$ cat config.mk
export PLATFORM = sky130hd
export DESIGN_NAME = bfhs_stack
export DESIGN_NICKNAME = d
export VERILOG_FILES = /design/src/hw/rtl/bfhs_pkg.sv /design/src/hw/rtl/bfhs_cell.sv /design/src/hw/rtl/bfhs_stack.sv
export SDC_FILE = /design/constraint.sdc
export NUM_CORES = 2
export LEC_CHECK = 0
export BUFFER_PORTS_ARGS = -buffer_cell sky130_fd_sc_hd__buf_2
export CAP_MARGIN = 20
export CORE_ASPECT_RATIO = 1.2
export CORE_MARGIN = 2
export CORE_UTILIZATION = 55
export CTS_BUF_LIST = sky130_fd_sc_hd__clkbuf_8
export DETAILED_ROUTE_END_ITERATION = 10
export MAX_ROUTING_LAYER = met4
export PLACE_DENSITY = 0.74
export SLEW_MARGIN = 15
export SYNTH_ARGS = -nofsm -noshare
export SYNTH_HDL_FRONTEND = slang
export SYNTH_SLANG_ARGS = --single-unit
$ cat constraint.sdc
create_clock -name i_clk -period 54.6 [get_ports i_clk]
set_input_delay 5.46 -clock i_clk [delete_from_list [all_inputs] [get_ports i_clk]]
set_output_delay 5.46 -clock i_clk [all_outputs]
set_load 0.05 [all_outputs]
$ cat src/hw/rtl/bfhs_pkg.sv
// Package for the back/forward history stacks.
// Holds shared defaults, field widths, opcode and status codes and the stack control struct.
// No dependencies.
package bfhs_pkg;

    localparam int STACK_DEPTH_DEF = 128;
    localparam int PAGE_BITS_DEF   = 16;

    localparam int OPCODE_W = 2;
    localparam int PAGE_W   = 16;
    localparam int STATUS_W = 2;
    localparam int COUNT_W  = 8;

    typedef enum logic [OPCODE_W-1:0] {
        OP_VISIT   = 2'd0,
        OP_BACK    = 2'd1,
        OP_FORWARD = 2'd2,
        OP_NONE    = 2'd3
    } t_opcode;

    typedef enum logic [STATUS_W-1:0] {
        ST_OK          = 2'd0,
        ST_BACK_EMPTY  = 2'd1,
        ST_FWD_EMPTY   = 2'd2,
        ST_PUSH_DROP   = 2'd3
    } t_status;

    // Per-cycle command to one stack
    typedef struct packed {
        logic push;
        logic pop;
        logic clear;
    } t_stack_ctl;

endpackage

$ cat src/hw/rtl/bfhs_cell.sv
// One entry of a shift stack: takes the entry above on push, below on pop.
// Depends on bfhs_pkg.
module bfhs_cell #(
    parameter int WIDTH = bfhs_pkg::PAGE_BITS_DEF
) (
    input  logic                  i_clk,
    input  bfhs_pkg::t_stack_ctl  i_ctl,
    input  logic [WIDTH-1:0]      i_above,
    input  logic [WIDTH-1:0]      i_below,
    output logic [WIDTH-1:0]      o_entry
);
    import bfhs_pkg::*;

    logic [WIDTH-1:0] r_entry;
    logic [WIDTH-1:0] n_entry;

    always_comb begin
        n_entry = r_entry;
        if (i_ctl.push) begin
            n_entry = i_above;
        end else if (i_ctl.pop) begin
            n_entry = i_below;
        end
    end

    always_ff @(posedge i_clk) begin
        r_entry <= n_entry;
    end

    assign o_entry = r_entry;

endmodule

$ cat src/hw/rtl/bfhs_stack.sv
// Shift stack built from a chain of bfhs_cell plus an occupancy counter.
// Depends on bfhs_pkg and bfhs_cell.
module bfhs_stack #(
    parameter int DEPTH = bfhs_pkg::STACK_DEPTH_DEF,
    parameter int WIDTH = bfhs_pkg::PAGE_BITS_DEF,
    localparam int CW   = $clog2(DEPTH + 1)
) (
    input  logic                  i_clk,
    input  logic                  i_rst_n,
    input  bfhs_pkg::t_stack_ctl  i_ctl,
    input  logic [WIDTH-1:0]      i_push_data,
    output logic [WIDTH-1:0]      o_top,
    output logic [CW-1:0]         o_count,
    output logic                  o_full,
    output logic                  o_empty
);
    import bfhs_pkg::*;

    logic [WIDTH-1:0] entry [DEPTH];
    logic [CW-1:0]    r_count;
    logic [CW-1:0]    n_count;

    // Cell 0 is the top; each cell shifts with its neighbors
    for (genvar g = 0; g < DEPTH; g++) begin : g_cell
        logic [WIDTH-1:0] above;
        logic [WIDTH-1:0] below;
        if (g == 0) begin : g_top
            assign above = i_push_data;
        end else begin : g_mid
            assign above = entry[g-1];
        end
        if (g == DEPTH - 1) begin : g_bot
            assign below = entry[g];
        end else begin : g_up
            assign below = entry[g+1];
        end
        bfhs_cell #(.WIDTH(WIDTH)) u_cell (
            .i_clk   (i_clk),
            .i_ctl   (i_ctl),
            .i_above (above),
            .i_below (below),
            .o_entry (entry[g])
        );
    end

    always_comb begin
        n_count = r_count;
        if (i_ctl.clear) begin
            n_count = '0;
        end else if (i_ctl.push) begin
            n_count = r_count + CW'(1);
        end else if (i_ctl.pop) begin
            n_count = r_count - CW'(1);
        end
    end

    always_ff @(posedge i_clk) begin
        if (!i_rst_n) begin
            r_count <= '0;
        end else begin
            r_count <= n_count;
        end
    end

    assign o_top   = entry[0];
    assign o_count = r_count;
    assign o_full  = (r_count == CW'(DEPTH));
    assign o_empty = (r_count == '0);

endmodule

==> impl_metrics.tcl <==
set metrics [dict create \
    outcome "finished, final reports clean" \
    cts_resized 0 \
    drt_first_pass_iters 5 \
    postCtsSetupRepairBufs 0 \
    drc_errors 0 \
    rows 160 \
    rrSetupSlack_ns 52.86 \
    cts_tree "yes" \
    clk_pin_slew_ns 0.06 \
    power_mw 3.79 \
    cp-end-kind "flip-flop" \
    initial_core_util_pct 55.3 \
    hold_path.class "flip-flop to flip-flop" \
    synth_top_family_by_area "multiplexers" \
    reg2reg_depth 6 \
    dp_hpwl_mm 62.0 \
    maxCapViolCount 0 \
    synth-seq-cells 2056 \
    vdd_drop_max_uv 33.0 \
    yosys.area_share.simple_pct 0.220 \
    seq_area_frac_synth_pct 70.4 \
    setup_viol_count_final 0 \
    top_usage_layer "met2" \
    met1_usage_pct 19.4 \
    hold_depth 0 \
    critical-path-max-stage-delay_ns 0.93 \
    arrival_ns 11.80 \
    syn_area_sq_mm 0.0875 \
    period_share_pct 20.3 \
    fin_nets 4605 \
    dpl.cell_count 6349 \
    avgSynthCellArea_sq_um 20.0 \
    antenna_found_initial 3 \
    crit_top_cell "buf_4" \
    grt_pass1_wl_mm 192 \
    num-fill-cells 11400 \
    required_ns 55.30 \
    synth_fp_nets 4409 \
    rr_startpoint "o_count[0]" \
    min_from "g_cell[126].u_cell.o_entry[14]" \
    gp_congestion 0.701 \
    p_leak_nw 33.0 \
    insertion_delay_ns 0.97 \
    finalCriticalPeriod_ns 11.09 \
    core_area_sq_mm 0.158 \
    cp_max_fo 202 \
    layout_setup_ws_ns 43.51 \
    critical_path_class "input port to flip-flop" \
    via_count 37500 \
    grt_max_degree 220 \
    drive_above_1_share_pct 52.2 \
    maxSlewHeadroom_pct 23.2 \
    tightest_slew_ns 1.15 \
    numCtsBuffers 331 \
    tns_ns 0 \
    grt.overflow.total 0 \
    drt_iter0_drc 2863 \
    use_met3_pct 3.49 \
    via_per_inst 5.44 \
    cts_hold_buf 0 \
    die_w_um 368 \
    clock_path_buffers 4 \
    report.final.slew_viol_count 0 \
    crit_start "i_ctl[2]" \
    rsz0062_at_grt "no" \
    synth-xor-area-share_pct 0.0300 \
    ioPinCount 47 \
    antenna_left 0 \
    cp_slowest_cell "buf_4" \
    crit_chain "buf_12, buf_4, buf_12, buf_4, buf_12, buf_4, buf_4, mux2_2" \
    final_cells 6895 \
    min_to "g_cell[127].u_cell.o_entry[14]" \
    hold_violations 0 \
    htreeDepth 5 \
    synth_mux_area_share_pct 26.2 \
    skew_ns 0.0505 \
    synth-compound-area-share_pct 0.142 \
    detail_route.wl_per_cell_um 16.7 \
    yosysWarningCount 0 \
    gr-usage-all-layers_pct 14.4 \
    synth_fa_ha_area_share_pct 0.109 \
    port_buffers 46 \
    syn_to_final_growth_pct 7.30 \
    dp_slack_ns 42.54 \
    dieArea_sq_mm 0.162 \
    die_h_um 441 \
    start_kind "input port" \
    fmaxAchievable_ghz 0.0901 \
    root_buffer "clkbuf_8" \
    r2r-end "o_count[6]" \
    wl_mm 115 \
    power_density_mw_per_mm2 40.4 \
    synth_cells 4381 \
    cts_sinks 2056 \
    grtUsageMet2_pct 21.4 \
    first_global_vias 39000 \
    ys_types 37 \
]
-- synthesized netlist by cell type (all sizes together) --
library cell | instances | area share, %
edfxtp | 2048 | 70
mux2 | 2032 | 26
buf | 227 | 2.9
nand2 | 9 | 0.039
dfxtp | 8 | 0.18
a21oi | 7 | 0.040
ha | 6 | 0.086
nand3 | 3 | 0.017
nor2 | 3 | 0.021
nor3 | 3 | 0.017
nor4b | 3 | 0.030
o21ai | 3 | 0.017
xnor2 | 3 | 0.030
a211o | 2 | 0.020
a211oi | 2 | 0.023
a21o | 2 | 0.017
inv | 2 | 0.0086
mux2i | 2 | 0.023
nor2b | 2 | 0.014
nor3b | 2 | 0.029
nor4 | 2 | 0.014
a31oi | 1 | 0.0072
and2 | 1 | 0.0072
clkbuf | 1 | 0.0043
fa | 1 | 0.023
nand2b | 1 | 0.0072
nand3b | 1 | 0.0086
nand4 | 1 | 0.0072
o211ai | 1 | 0.0086
o21bai | 1 | 0.0086
or4 | 1 | 0.0086
-- cell type report --
| cell class | instances | area, sq um | share of cell area, % |
|---|---|---|---|
| timing repair buffer | 91 | 669 | 0.713 |
| tap | 2106 | 2640 | 2.81 |
| antenna | 5 | 12.5 | 0.0133 |
| clock buffer | 338 | 4650 | 4.95 |
| sequential | 2056 | 61700 | 65.6 |
| clock inverter | 202 | 933 | 0.994 |
| multi-input combinational | 2095 | 23300 | 24.9 |
| inverter | 2 | 15.0 | 0.0160 |
-- worst max path at each step --
stage	to	slack, ns	cells after the start
2_1_floorplan	o_count[3]	25.73	6
3_3_place_gp	g_cell[10].u_cell.o_entry[1]	42.65	8
3_5_place_dp	g_cell[51].u_cell.o_entry[0]	42.54	8
4_1_cts	g_cell[51].u_cell.o_entry[0]	43.61	8
5_1_grt	g_cell[51].u_cell.o_entry[0]	43.06	8
6_report	g_cell[51].u_cell.o_entry[0]	43.51	8
-- cells by family after synthesis --
| family | after synthesis |
|---|---|
| adders and majority gates | 7 |
| DFF | 2056 |
| xor gates and xnor gates | 3 |
| muxes | 2034 |
| buffers and inverters | 230 |
| AOI/OAI and AO/OA | 19 |
| and+or+nand+nor | 32 |
-- layer usage --
metal / wire [um] / vias up
met5: 0 / -
met4: 2510 / 0
met3: 4480 / 225
met2: 53900 / 525
met1: 54100 / 18800
li1: - / 17900
-- where the power goes --
group	internal, mW	leakage [nW]	switching [mW]
Combinational	0.244	8.69	0.139
Sequential	2.11	21.0	0.138
Clock	0.591	3.26	0.565
Total	2.95	33.0	0.842
-- stage by stage --
step	instance area, sq um	util, %	hold slack [ns]
2_1_floorplan	87500	-	0.422
3_3_place_gp	88300	55.8	0.426
3_5_place_dp	88300	55.8	0.435
4_1_cts	93900	59.3	0.441
5_1_grt	93900	59.3	0.449
6_report	93900	59.3	0.436
-- sequential cells by signal, summed over array words and instances, names as in the netlist --
signal                 cells
g_cell.u_cell.o_entry   2048
o_count                    8
-- layout by cell type (no fill, tap or decap), types with 3 or more instances in the layout --
cell	n
a21oi_1	7
buf_12	6
buf_2	45
buf_4	38
bufinv_16	5
clkbuf_8	338
clkinv_1	64
clkinv_2	22
clkinvlp_4	3
dfxtp_1	8
diode_2	5
edfxtp_1	2048
ha_1	6
inv_1	108
mux2_2	2032
nand2_1	9
nand3_1	3
nor3_1	3
nor4b_1	3
xnor2_1	3
-- critical path: cells and delay by family --
family,cells,cell delay (ns)
buf+inv,7,5.32
mux,1,0.42
Note: power is estimated with default switching activity, not from simulation.
